==> src/rtl/sicr_pkg.sv <==
// Shared types, constants and lookup functions for the radix character converter.
package sicr_pkg;

  // Widths fixed by the interface.
  localparam int VALUE_BITS  = 32;
  localparam int MAX_SYMBOLS = 16;
  localparam int DIGIT_DEPTH = 32;
  localparam int DIGIT_W     = 4;
  localparam int DIGIT_AW    = 5;
  localparam int COUNT_W     = 6;
  localparam int RADIX_W     = 5;
  localparam int CFG_DATA_W  = 64;
  localparam int CFG_INDEX_W = 2;
  localparam int QUEUE_DEPTH = 2;

  // Character codes.
  localparam logic [7:0] CHAR_MINUS = 8'h2D;
  localparam logic [7:0] CHAR_PLUS  = 8'h2B;

  // Configuration register indexes.
  localparam logic [CFG_INDEX_W-1:0] CFG_RADIX      = 2'd0;
  localparam logic [CFG_INDEX_W-1:0] CFG_SYMBOLS_LO = 2'd1;
  localparam logic [CFG_INDEX_W-1:0] CFG_SYMBOLS_HI = 2'd2;

  // Reset values of the configuration registers.
  localparam logic [RADIX_W-1:0]    RADIX_RESET      = 5'd10;
  localparam logic [CFG_DATA_W-1:0] SYMBOLS_LO_RESET = 64'h3736353433323130;
  localparam logic [CFG_DATA_W-1:0] SYMBOLS_HI_RESET = 64'h0000000000003938;

  // One classified value waiting for conversion.
  typedef struct packed {
    logic                  neg;
    logic [VALUE_BITS-1:0] mag;
  } q_item_t;

  // Divider request and response.
  typedef struct packed {
    logic                  valid;
    logic [VALUE_BITS-1:0] m;
  } div_req_t;

  typedef struct packed {
    logic                  valid;
    logic [VALUE_BITS-1:0] q;
    logic [DIGIT_W-1:0]    rem;
  } div_rsp_t;

  // Symbol byte for one digit from the two table registers.
  function automatic logic [7:0] symbol_at(input logic [CFG_DATA_W-1:0] lo,
                                           input logic [CFG_DATA_W-1:0] hi,
                                           input logic [DIGIT_W-1:0]    d);
    logic [CFG_DATA_W-1:0] w;
    w = d[3] ? hi : lo;
    return w[{d[2:0], 3'b000} +: 8];
  endfunction

  // floor(2^32 / r) for the legal radix values; zero elsewhere.
  function automatic logic [VALUE_BITS-1:0] recip(input logic [RADIX_W-1:0] r);
    logic [VALUE_BITS-1:0] v;
    case (r)
      5'd2:    v = 32'h8000_0000;
      5'd3:    v = 32'h5555_5555;
      5'd4:    v = 32'h4000_0000;
      5'd5:    v = 32'h3333_3333;
      5'd6:    v = 32'h2AAA_AAAA;
      5'd7:    v = 32'h2492_4924;
      5'd8:    v = 32'h2000_0000;
      5'd9:    v = 32'h1C71_C71C;
      5'd10:   v = 32'h1999_9999;
      5'd11:   v = 32'h1745_D174;
      5'd12:   v = 32'h1555_5555;
      5'd13:   v = 32'h13B1_3B13;
      5'd14:   v = 32'h1249_2492;
      5'd15:   v = 32'h1111_1111;
      5'd16:   v = 32'h1000_0000;
      default: v = '0;
    endcase
    return v;
  endfunction

endpackage

==> src/rtl/signed_integer_to_custom_radix_chars_core.sv <==
// Top level of the signed integer to radix character stream converter.
//
// Each accepted 32-bit signed value becomes a stream of character bytes, most
// significant digit first, with a leading '-' for negative values and the last
// byte flagged. Digits use the configured radix (2 to 16) and symbol table; if
// the table is invalid the value is accepted and produces nothing. The engine
// handles one value at a time: it takes the value from the queue, produces each
// digit on the reciprocal divider (an issue state, then the divider pipeline),
// then emits the sign for a negative value and plays the digits back through the
// registered digit store read, holding while the output is stalled. A two-entry
// queue lets the input side keep accepting while the engine works or the output
// is stalled.
module signed_integer_to_custom_radix_chars_core
  import sicr_pkg::*;
(
  input  logic                   clk,
  input  logic                   rst_n,
  input  logic                   cfg_we,
  input  logic [CFG_INDEX_W-1:0] cfg_index,
  input  logic [CFG_DATA_W-1:0]  cfg_data,
  input  logic                   in_valid,
  input  logic [VALUE_BITS-1:0]  in_value,
  output logic                   in_stall,
  output logic                   out_valid,
  output logic [7:0]             out_char_out,
  output logic                   out_last_char,
  input  logic                   out_stall
);

  logic [RADIX_W-1:0]    radix_r;
  logic [CFG_DATA_W-1:0] symbols_lo_r;
  logic [CFG_DATA_W-1:0] symbols_hi_r;
  logic                  q_full;
  logic                  q_push;
  q_item_t               q_in;
  logic                  q_valid;
  logic                  q_pop;
  q_item_t               q_out;
  div_req_t              div_req;
  div_rsp_t              div_rsp;

  // Configuration registers.
  always_ff @(posedge clk) begin
    if (!rst_n) begin
      radix_r      <= RADIX_RESET;
      symbols_lo_r <= SYMBOLS_LO_RESET;
      symbols_hi_r <= SYMBOLS_HI_RESET;
    end else if (cfg_we) begin
      case (cfg_index)
        CFG_RADIX:      radix_r      <= cfg_data[RADIX_W-1:0];
        CFG_SYMBOLS_LO: symbols_lo_r <= cfg_data;
        CFG_SYMBOLS_HI: symbols_hi_r <= cfg_data;
        default: ;
      endcase
    end
  end

  sicr_front u_front (
    .in_valid   (in_valid),
    .in_value   (in_value),
    .in_stall   (in_stall),
    .radix      (radix_r),
    .symbols_lo (symbols_lo_r),
    .symbols_hi (symbols_hi_r),
    .q_full     (q_full),
    .q_push     (q_push),
    .q_item     (q_in)
  );

  sicr_fifo u_fifo (
    .clk       (clk),
    .rst_n     (rst_n),
    .push      (q_push),
    .push_item (q_in),
    .full      (q_full),
    .pop       (q_pop),
    .valid     (q_valid),
    .pop_item  (q_out)
  );

  sicr_div u_div (
    .clk   (clk),
    .rst_n (rst_n),
    .radix (radix_r),
    .req   (div_req),
    .rsp   (div_rsp)
  );

  sicr_back u_back (
    .clk           (clk),
    .rst_n         (rst_n),
    .symbols_lo    (symbols_lo_r),
    .symbols_hi    (symbols_hi_r),
    .q_valid       (q_valid),
    .q_item        (q_out),
    .q_pop         (q_pop),
    .div_req       (div_req),
    .div_rsp       (div_rsp),
    .out_valid     (out_valid),
    .out_char_out  (out_char_out),
    .out_last_char (out_last_char),
    .out_stall     (out_stall)
  );

  // A divide request lasts exactly one cycle.
  assert property (@(posedge clk) disable iff (!rst_n)
    div_req.valid |=> !div_req.valid)
    else $error("divider request held longer than one cycle");

  // Every divider response answers an earlier request, registered through the divider pipeline.
  assert property (@(posedge clk) disable iff (!rst_n)
    div_rsp.valid |-> $past(div_req.valid, 2))
    else $error("divider response without a matching request");

  // The engine never issues a new division while a response is landing.
  assert property (@(posedge clk) disable iff (!rst_n)
    div_req.valid |-> !div_rsp.valid)
    else $error("divider request overlaps a response");

endmodule

==> src/rtl/sicr_front.sv <==
// Front end: accepts values, checks the symbol table and forms the sign and magnitude.
module sicr_front
  import sicr_pkg::*;
(
  input  logic                  in_valid,
  input  logic [VALUE_BITS-1:0] in_value,
  output logic                  in_stall,
  input  logic [RADIX_W-1:0]    radix,
  input  logic [CFG_DATA_W-1:0] symbols_lo,
  input  logic [CFG_DATA_W-1:0] symbols_hi,
  input  logic                  q_full,
  output logic                  q_push,
  output q_item_t               q_item
);

  logic table_ok;

  // The table is good when the radix is in range and every symbol in use is
  // nonzero, neither '-' nor '+', and unique.
  always_comb begin
    logic [7:0] si;
    table_ok = (radix >= RADIX_W'(2)) && (radix <= RADIX_W'(MAX_SYMBOLS));
    for (int i = 0; i < MAX_SYMBOLS; i++) begin
      si = symbol_at(symbols_lo, symbols_hi, DIGIT_W'(i));
      if (RADIX_W'(i) < radix) begin
        if (si == 8'h00 || si == CHAR_MINUS || si == CHAR_PLUS) begin
          table_ok = 1'b0;
        end
      end
      for (int j = i + 1; j < MAX_SYMBOLS; j++) begin
        if (RADIX_W'(j) < radix &&
            symbol_at(symbols_lo, symbols_hi, DIGIT_W'(j)) == si) begin
          table_ok = 1'b0;
        end
      end
    end
  end

  // A transaction is taken whenever the queue has room; values that meet a
  // bad table are dropped without output.
  assign in_stall = q_full;
  assign q_push   = in_valid && !q_full && table_ok;

  // Magnitude of the most negative value still fits in the unsigned word.
  assign q_item.neg = in_value[VALUE_BITS-1];
  assign q_item.mag = in_value[VALUE_BITS-1] ? (~in_value + VALUE_BITS'(1)) : in_value;

endmodule

==> src/rtl/sicr_fifo.sv <==
// Two-entry queue between the front end and the conversion engine.
module sicr_fifo
  import sicr_pkg::*;
(
  input  logic    clk,
  input  logic    rst_n,
  input  logic    push,
  input  q_item_t push_item,
  output logic    full,
  input  logic    pop,
  output logic    valid,
  output q_item_t pop_item
);

  localparam int PTR_W = $clog2(QUEUE_DEPTH);
  localparam int CNT_W = $clog2(QUEUE_DEPTH + 1);

  q_item_t            entry_r [QUEUE_DEPTH];
  logic [PTR_W-1:0]   wr_ptr_r;
  logic [PTR_W-1:0]   rd_ptr_r;
  logic [CNT_W-1:0]   cnt_r;
  logic               do_push;
  logic               do_pop;

  assign full     = (cnt_r == CNT_W'(QUEUE_DEPTH));
  assign valid    = (cnt_r != '0);
  assign pop_item = entry_r[rd_ptr_r];
  assign do_push  = push && !full;
  assign do_pop   = pop && valid;

  // Pointers and fill count.
  always_ff @(posedge clk) begin
    if (!rst_n) begin
      wr_ptr_r <= '0;
      rd_ptr_r <= '0;
      cnt_r    <= '0;
    end else begin
      if (do_push) begin
        wr_ptr_r <= (wr_ptr_r == PTR_W'(QUEUE_DEPTH - 1)) ? '0 : wr_ptr_r + PTR_W'(1);
      end
      if (do_pop) begin
        rd_ptr_r <= (rd_ptr_r == PTR_W'(QUEUE_DEPTH - 1)) ? '0 : rd_ptr_r + PTR_W'(1);
      end
      if (do_push && !do_pop) begin
        cnt_r <= cnt_r + CNT_W'(1);
      end else if (do_pop && !do_push) begin
        cnt_r <= cnt_r - CNT_W'(1);
      end
    end
  end

  // Entry storage.
  always_ff @(posedge clk) begin
    if (do_push) begin
      entry_r[wr_ptr_r] <= push_item;
    end
  end

endmodule

==> src/rtl/sicr_div.sv <==
// Two-stage divider by the radix using a reciprocal multiply and one correction.
module sicr_div
  import sicr_pkg::*;
(
  input  logic               clk,
  input  logic               rst_n,
  input  logic [RADIX_W-1:0] radix,
  input  div_req_t           req,
  output div_rsp_t           rsp
);

  logic                    s1_valid_r;
  logic [VALUE_BITS-1:0]   s1_m_r;
  logic [VALUE_BITS-1:0]   s1_qest_r;
  logic [2*VALUE_BITS-1:0] prod;
  logic [VALUE_BITS+RADIX_W-1:0] qr;
  logic [VALUE_BITS-1:0]   rem_full;
  logic                    fix;
  logic                    rsp_valid_r;
  logic [VALUE_BITS-1:0]   q_r;
  logic [DIGIT_W-1:0]      rem_r;

  // Stage one: the estimate is at most one below the true quotient.
  assign prod = req.m * recip(radix);

  // Stage two: remainder from the estimate, then a single step up if needed.
  assign qr       = s1_qest_r * {{VALUE_BITS{1'b0}}, radix};
  assign rem_full = s1_m_r - qr[VALUE_BITS-1:0];
  assign fix      = (rem_full >= {{(VALUE_BITS-RADIX_W){1'b0}}, radix});

  always_ff @(posedge clk) begin
    if (!rst_n) begin
      s1_valid_r  <= 1'b0;
      rsp_valid_r <= 1'b0;
    end else begin
      s1_valid_r  <= req.valid;
      rsp_valid_r <= s1_valid_r;
    end
  end

  always_ff @(posedge clk) begin
    s1_m_r    <= req.m;
    s1_qest_r <= prod[2*VALUE_BITS-1:VALUE_BITS];
    if (fix) begin
      q_r   <= s1_qest_r + VALUE_BITS'(1);
      rem_r <= DIGIT_W'(rem_full - {{(VALUE_BITS-RADIX_W){1'b0}}, radix});
    end else begin
      q_r   <= s1_qest_r;
      rem_r <= DIGIT_W'(rem_full);
    end
  end

  assign rsp.valid = rsp_valid_r;
  assign rsp.q     = q_r;
  assign rsp.rem   = rem_r;

endmodule

==> src/rtl/sicr_back.sv <==
// Conversion engine: repeated division into the digit store, then playback as characters.
module sicr_back
  import sicr_pkg::*;
(
  input  logic                  clk,
  input  logic                  rst_n,
  input  logic [CFG_DATA_W-1:0] symbols_lo,
  input  logic [CFG_DATA_W-1:0] symbols_hi,
  input  logic                  q_valid,
  input  q_item_t               q_item,
  output logic                  q_pop,
  output div_req_t              div_req,
  input  div_rsp_t              div_rsp,
  output logic                  out_valid,
  output logic [7:0]            out_char_out,
  output logic                  out_last_char,
  input  logic                  out_stall
);

  typedef enum logic [2:0] {
    ST_IDLE,
    ST_ISSUE,
    ST_WAIT,
    ST_SIGN,
    ST_READ,
    ST_EMIT
  } state_t;

  state_t                state_r;
  logic                  neg_r;
  logic [VALUE_BITS-1:0] mag_r;
  logic [COUNT_W-1:0]    cnt_r;
  logic                  out_valid_r;
  logic [7:0]            out_char_r;
  logic                  out_last_r;
  logic [DIGIT_W-1:0]    digit_store [DIGIT_DEPTH];
  logic [DIGIT_W-1:0]    rd_data_r;
  logic                  out_free;
  logic                  st_we;
  logic [COUNT_W-1:0]    cnt_dec;

  assign out_free = !out_valid_r || !out_stall;
  assign q_pop    = (state_r == ST_IDLE) && q_valid;
  assign st_we    = (state_r == ST_WAIT) && div_rsp.valid;
  assign cnt_dec  = cnt_r - COUNT_W'(1);

  assign div_req.valid = (state_r == ST_ISSUE);
  assign div_req.m     = mag_r;

  // Digit store, least significant digit at index zero.
  always_ff @(posedge clk) begin
    if (st_we) begin
      digit_store[cnt_r[DIGIT_AW-1:0]] <= div_rsp.rem;
    end
    if (state_r == ST_READ) begin
      rd_data_r <= digit_store[cnt_dec[DIGIT_AW-1:0]];
    end
  end

  // Sequencer and output register.
  always_ff @(posedge clk) begin
    if (!rst_n) begin
      state_r     <= ST_IDLE;
      cnt_r       <= '0;
      mag_r       <= '0;
      neg_r       <= 1'b0;
      out_valid_r <= 1'b0;
    end else begin
      if (!out_stall) begin
        out_valid_r <= 1'b0;
      end
      unique case (state_r)
        ST_IDLE: begin
          if (q_valid) begin
            mag_r   <= q_item.mag;
            neg_r   <= q_item.neg;
            cnt_r   <= '0;
            state_r <= ST_ISSUE;
          end
        end
        ST_ISSUE: begin
          state_r <= ST_WAIT;
        end
        ST_WAIT: begin
          if (div_rsp.valid) begin
            cnt_r <= cnt_r + COUNT_W'(1);
            mag_r <= div_rsp.q;
            if (div_rsp.q == '0 || cnt_r == COUNT_W'(DIGIT_DEPTH - 1)) begin
              state_r <= neg_r ? ST_SIGN : ST_READ;
            end else begin
              state_r <= ST_ISSUE;
            end
          end
        end
        ST_SIGN: begin
          if (out_free) begin
            out_valid_r <= 1'b1;
            out_char_r  <= CHAR_MINUS;
            out_last_r  <= 1'b0;
            state_r     <= ST_READ;
          end
        end
        ST_READ: begin
          state_r <= ST_EMIT;
        end
        ST_EMIT: begin
          if (out_free) begin
            out_valid_r <= 1'b1;
            out_char_r  <= symbol_at(symbols_lo, symbols_hi, rd_data_r);
            out_last_r  <= (cnt_r == COUNT_W'(1));
            cnt_r       <= cnt_dec;
            state_r     <= (cnt_r == COUNT_W'(1)) ? ST_IDLE : ST_READ;
          end
        end
        default: begin
          state_r <= ST_IDLE;
        end
      endcase
    end
  end

  assign out_valid     = out_valid_r;
  assign out_char_out  = out_char_r;
  assign out_last_char = out_last_r;

endmodule
==> config.mk <==
export PLATFORM = sky130hd
export DESIGN_NAME = signed_integer_to_custom_radix_chars_core
export DESIGN_NICKNAME = d
export VERILOG_FILES = /design/src/rtl/sicr_pkg.sv /design/src/rtl/signed_integer_to_custom_radix_chars_core.sv /design/src/rtl/sicr_front.sv /design/src/rtl/sicr_fifo.sv /design/src/rtl/sicr_div.sv /design/src/rtl/sicr_back.sv
export SDC_FILE = /design/constraint.sdc
export NUM_CORES = 2
export LEC_CHECK = 0
export BUFFER_PORTS_ARGS = -buffer_cell sky130_fd_sc_hd__buf_4
export CORE_MARGIN = 2
export CORE_UTILIZATION = 40
export CTS_BUF_LIST = sky130_fd_sc_hd__clkbuf_16
export CTS_CLUSTER_DIAMETER = 150
export DETAILED_ROUTE_END_ITERATION = 7
export SYNTH_ARGS = -nofsm -noshare
export SYNTH_HDL_FRONTEND = slang
export SYNTH_SLANG_ARGS = --single-unit
==> constraint.sdc <==
create_clock -name clk -period 18.75 [get_ports clk]
set_clock_uncertainty 0.1 [all_clocks]
set_input_delay 0.9375 -clock clk [delete_from_list [all_inputs] [get_ports clk]]
set_output_delay 0.9375 -clock clk [all_outputs]
set_load 0.01 [all_outputs]
* Word-level counts from Yosys, hierarchy flattened
Memories as Yosys holds them, arrays and structs flattened. A register that Yosys moved wholly into a read port is not among the register bits.
Index checks and enable logic that the tools add are counted.
** Cells by class
- Add/subtract/negate cells :: 10
- Multipliers :: 2
- Order comparisons :: 19
- Equal/unequal tests :: 166
- Shift-type cells :: 1
- Muxes and demuxes :: 192
- Bitwise logic cells :: 1
- Reductions and logical operators :: 201
** Operators by type and width (number)
- 8-bit equality test :: 120
- 8-bit by 6-bit equality test with 1-bit output (second input constant) :: 32
- 1-bit 2-to-1 mux :: 165
- 1-bit logical AND :: 129
- 8-bit logical NOT :: 16
- 32-bit 2-to-1 mux :: 4
- 32-bit by 1-bit adder with 32-bit output (second input constant) :: 2
- 32-bit by 32-bit multiplier with 64-bit output :: 1
- 64-bit 2-to-1 mux :: 1
- 32-bit case mux with 2 select lines :: 1
- 64-bit by 7-bit variable part select with 8-bit output :: 1
- 4-bit by 5-bit less-than comparator with 1-bit output (first input constant) :: 8
- 1-bit logical OR :: 34
- 32-bit by 5-bit greater-or-equal comparator with 1-bit output :: 1
- 32-bit logical NOT :: 1
- 32-bit by 5-bit multiplier with 32-bit output :: 1
- 32-bit inverter :: 1
- 32-bit subtractor :: 1
- 3-bit 2-to-1 mux :: 7
- 3-bit by 5-bit less-than comparator with 1-bit output (first input constant) :: 4
- 6-bit 2-to-1 mux :: 3
- 3-bit case mux with 6 select lines :: 1
- 6-bit case mux with 3 select lines :: 1
- 8-bit 2-to-1 mux :: 2
- other kinds (33) :: 55
** Word-level totals
- Flip-flop bits (word level) :: 291
- RAM bits :: 194
- Bits in read-only memories :: 1024
- Input port bits :: 103
- Output and inout bits :: 11
- Word-level logic and storage cells :: 614
- Memories :: 3
** Memories
- (no name shown) :: depth 32, width 32, rd ports 1, clocked after Yosys merged registers in 1, write ports 0, RTL line sicr_pkg.sv:60 : case (r)
- u_back.digit_store :: depth 32, width 4, rd ports 1, clocked after Yosys merged registers in 1, write ports 1, RTL line sicr_back.sv:36 : logic [DIGIT_W-1:0] digit_store [DIGIT_DEPTH];
- u_fifo.entry_r :: depth 2, width 33, rd ports 1, clocked after Yosys merged registers in 1, write ports 1, RTL line sicr_fifo.sv:18 : q_item_t entry_r [QUEUE_DEPTH];

* Logic depth before layout (Yosys ltp)
- Word-level depth :: 161
- Gate-level depth with buffers :: 30
- Gate-level depth less buffers :: 29

* Cells and area by module
Synthesis repeated with hierarchy kept, for this count alone.
** Unflattened totals
- Cells, all modules :: 7327
- Area, all modules :: 69660.6 sq um
** By module, submodules not included
- sicr_div :: times used 1, cells each 4200, area an instance 39507.9 sq um, sequential area each 2042.0 sq um
- sicr_front :: times used 1, cells each 1829, area an instance 13256.5 sq um, sequential area each 0.0 sq um
- sicr_back :: times used 1, cells each 629, area an instance 8909.8 sq um, sequential area each 5094.9 sq um
- signed_integer_to_custom_radix_chars_core :: times used 1, cells each 541, area an instance 5376.4 sq um, sequential area each 2662.6 sq um
- sicr_fifo :: times used 1, cells each 128, area an instance 2610.0 sq um, sequential area each 2082.0 sq um

* Worst setup path before layout
Ideal clock, no wire load.
- Path type :: register to register
- From :: reg u_back.mag_r[17]
- To :: reg u_div.s1_qest_r[25]
- Setup time :: 103 ps
- Arrival time :: 7366 ps
- Required time :: 18547 ps
- Setup slack :: 11181 ps
- Stages on the path, launching flop included :: 28
- Buffers on the path :: 1
- Period minus slack after synthesis :: 7569 ps
- Path through :: dfxtp_1 -> clkbuf_1 -> and2_1 -> fa_1 -> fa_1 -> inv_1 -> fa_1 -> inv_1 -> fa_1 -> inv_1 -> fa_1 -> inv_1 -> fa_1 -> fa_1 -> inv_1 -> fa_1 -> inv_1 -> ha_1 -> nand4_1 -> nor2_1 -> a221o_1 -> a221o_1 -> a211oi_2 -> a21oi_1 -> o21a_1 -> o21ai_2 -> mux2i_1 -> a2111oi_2
** On the way
- Longest elaborated chain between the ends :: 1
** Ends and longest elaborated chain
- from (decl) :: RTL line sicr_back.sv:31 : logic [VALUE_BITS-1:0] mag_r;
- from (signal assigned) :: RTL line sicr_back.sv:75 : mag_r <= q_item.mag;
- from (signal assigned) :: RTL line sicr_back.sv:87 : mag_r <= div_rsp.q;
- 32-bit by 32-bit multiplier with 64-bit output :: RTL line sicr_div.sv:24 : assign prod = req.m * recip(radix);
- named net u_div.prod[57] :: RTL line sicr_div.sv:15 : logic [2*VALUE_BITS-1:0] prod;
- to (signal assigned) :: RTL line sicr_div.sv:43 : s1_qest_r <= prod[2*VALUE_BITS-1:VALUE_BITS];
- to (decl) :: RTL line sicr_div.sv:14 : logic [VALUE_BITS-1:0] s1_qest_r;
The timed path passes the listed nets, and every way through them passes these cells.
A chain may end at the register's enable or synchronous reset.

==> metrics.md <==
| Metric | Value |
|---|---|
| Status | finished, final reports clean |
| Arrival @ worst endpoint | about 9500 ps |
| Max-cap violations | 0 |
| Synth area leaders | fa_1, edfxtp_1, dfxtp_1 |
| Mux cell area share after synthesis | 3.38% |
| Clock root buffer | clkbuf_16 |
| RSZ-0062 raised after global routing | no |
| # hold bufs at CTS | 0 |
| Hold crit path type | reg -> reg |
| DIE WIDTH | 422 um |
| Clock latency on the worst-skew pair | between 600 and 700 ps |
| Leading cell types in the layout, fill and taps excluded | inv_1, fa_1, nand2_1, xnor2_1, xor2_1 |
| Final Hold Viols | 0 |
| Final period utilization | 48.3% |
| Synth top area share | just under 30% |
| CTS Sinks | between 500 and 600 |
| Post-Syn Area per Cell | 9.30 sq um |
| Largest family of logic cells by synthesized area | adder cells |
| Initial antenna violation count | 12 |
| CTS tree | done |
| Crit path max fanout | 32 |
| Seq cells post-synth | 512 |
| CP endpoint kind | register |
| Max VDD drop | ~0.00031 V |
| Post-synthesis compound-gate area fraction | 6.54% |
| DRT antenna net count | 0 |
| Final nets | between 8000 and 9000 |
| Area grow syn2layout | 6.78% |
| Synth Instances | between 7000 and 8000 |
| Synth Area in Simple Gates | around 15% |
| Uppermost layer routed | met5 |
| TNS Setup | 0 ps |
| Async SR Flop Fraction | 0% |
| Syn. warnings | 0 |
| FF-to-FF path depth | 26 |
| Number of library cell types mapped by synthesis | 103 |
| DP Wirelength | 172000 um |
| Post-synth top area cell | fa_1 |
| Io pins | 114 |
| Setup crit start kind | register |
| CTS Buf Count | 53 |
| Setup bufs post-CTS | 0 |
| H-tree Lvls | 2 |
| Slew @ Worst Pin | between 1000 and 1500 ps |
| Final worst path period need | between 9000 and 10000 ps |
| Final setup violation count | 0 |
| Ratio of cells with drive above 1 in the final layout | between 7 and 8% |
| Design Power | around 0.014 W |
| Initial DRC count | roughly 5000 |
| Routed met2 length | around 110000 um |
| Largest net degree at the start of global routing | 73 |
| Total GRT Usage | roughly a quarter |
| Xor/xnor cell area share of the yosys netlist | around 14% |
| Post-Syn Area | approximately 70000 sq um |
| Port bufs | between 100 and 150 |
| CTS clk-pin slew, worst paths | 60 ps |
| Routed wire length per instance | 24.6 um |
| Die Ht | 422 um |
| DRC | 0 |
| Critical Path RT | 19180 ps |
| Most common cell after layout, fill and taps aside | inv_1 |
| Hold_sp | u_back.mag_r[26] |
| Slew HR | 11.0% |
| R2r setup slk | between 9000 and 10000 ps |
| Routed met3 length | 22600 um |
| M1 WL | approximately 90000 um |
| Synthesized Nets | between 8000 and 9000 |
| Via density | 5.58 |
| Cell Pwr Density | 192 nW/um^2 |
| Max Slew Vio Count | 0 |
| Prevailing post-synth register cell | dfxtp_1 |
| Adder-Cell Fraction of Synth Area | ~34% |
| Drt pass-1 iters | 6 |
| Crit path kind | reg -> reg |
| Vias | 54300 |
| Number of synthesized flops with an enable pin | 207 |
| Total routed wirelength | 239000 um |
| R2R Path End | u_div.s1_qest_r[29] |
| Pleak | roughly 33 nW |
| Core area | 174000 sq um |
| Vias in the first global route | roughly 56000 |
| Max Clk Rate | around 110 MHz |
| Critical Path End | u_div.s1_qest_r[29] |
| Placement row count | between 150 and 200 |
| Starting density of the core | between 40 and 50% |
| Global-route wire length before repair | between 300000 and 400000 um |
| CTS max path bufs | 3 |
| Remaining global-route overflow | 0 |
| Post-CTS sizing | 0 |
| Register area share after synthesis | 17.6% |
| Die Area | approximately 180000 sq um |
| Gpl congestion | 0.978 |
[sequential cells by signal (all words and copies together), names as in the netlist, 2 cells and up, named ones only]
signal / count
u_div.q_r: 32
u_div.s1_m_r: 32
u_fifo.cnt_r: 2
u_back.state_r: 3
u_back.mag_r: 32
u_back.digit_store: 128
symbols_hi_r: 64
radix_r: 5
u_back.cnt_r: 6
u_back.rd_data_r: 4
symbols_lo_r: 64
u_back.out_char_out: 8
u_div.s1_qest_r: 32
u_div.rem_r: 4
u_fifo.entry_r: 66
[through the flow]
step	cell area (sq um)	utilization [%]	std cells	hold slack [ps]	worst slack (ps)
2_1_floorplan	69900	-	7521	277	11180
6_report	74700	43.0	9722	257	9690
4_1_cts	74700	43.0	9718	260	9740
3_5_place_dp	72800	41.9	9619	248	9730
3_3_place_gp	72800	41.9	9619	240	9840
5_1_grt	74700	43.0	9721	266	9260
[worst max-delay path: stages (launching register included)]
cell and delay, ps:
dfxtp_1 320, buf_4 520, nand2_1 240, fa_1 550
inv_1 90, fa_1 630, fa_1 470, fa_1 640
inv_1 120, fa_1 470, fa_1 500, inv_1 50
fa_1 470, inv_1 50, fa_1 470, inv_1 40
ha_1 390, nand4_1 190, nor3_1 280, nand2_1 110
a2111oi_0 730, or4_1 380, nand3b_1 190, a41o_1 350
o21ai_0 280, a21oi_1 130, xnor2_1 140
[metal layers]
layer  vias to the layer above  GRT usage [%]
met5                         -              0
met4                         6           12.4
met3                       666           5.40
met2                      2903           43.6
met1                     27300           33.9
li1                      23400              -
[Yosys cell counts, types with 58 or more instances]
| library cell | number |
|---|---|
| nor2_1 | 157 |
| and2_1 | 338 |
| nor4_1 | 158 |
| nor3_1 | 58 |
| fa_1 | 1007 |
| inv_1 | 1134 |
| buf_2 | 253 |
| nand2_1 | 991 |
| a21boi_0 | 131 |
| a21oi_1 | 131 |
| edfxtp_1 | 207 |
| o21ai_0 | 87 |
| mux4_2 | 80 |
| ha_1 | 311 |
| dfxtp_1 | 305 |
| xnor2_1 | 550 |
| nand4_1 | 147 |
| clkbuf_1 | 264 |
| xor2_1 | 537 |
| nand3_1 | 106 |
[where the power goes]
group / switching, W / internal, W / total (W)
Clock: 0.000479 / 0.000634 / 0.00111
Combinational: 0.00726 / 0.00436 / 0.0116
Sequential: 0.000226 / 0.00139 / 0.00162
[layout make-up]
| cell class | count | area (sq um) |
|---|---|---|
| Sequential cell | 512 | 12300 |
| Clock buffer | 53 | 1330 |
| Multi-Input combinational cell | 5322 | 50900 |
| Fill cell | 17100 | 99100 |
| Timing Repair Buffer | 320 | 2400 |
| Inverter | 1140 | 4280 |
| Clock inverter | 46 | 500 |
| Antenna cell | 4 | 10.0 |
| Tap cell | 2325 | 2910 |
[kinds of logic (layout without fill, tap and decap cells)]
kind of cell / Yosys count / in the layout
compound gates: 662 / 662
xor+xnor: 1088 / 1088
fa+ha+maj: 1318 / 1318
buf+inv: 1687 / 1559
flops: 512 / 512
mux: 134 / 134
other cells: 0 / 4
simple gates: 2120 / 2120
[worst min path at each step]
stage	end	slack, ps	depth (start not counted)
final	u_div.s1_m_r[26]	260	0
after global routing	u_div.s1_m_r[26]	270	0
after CTS	u_div.s1_m_r[27]	260	0
after detailed placement	u_div.s1_m_r[26]	250	0
after global placement	u_div.s1_m_r[26]	240	0
after floorplan	u_div.s1_m_r[10]	280	0
(Power assumes the default switching activity.)
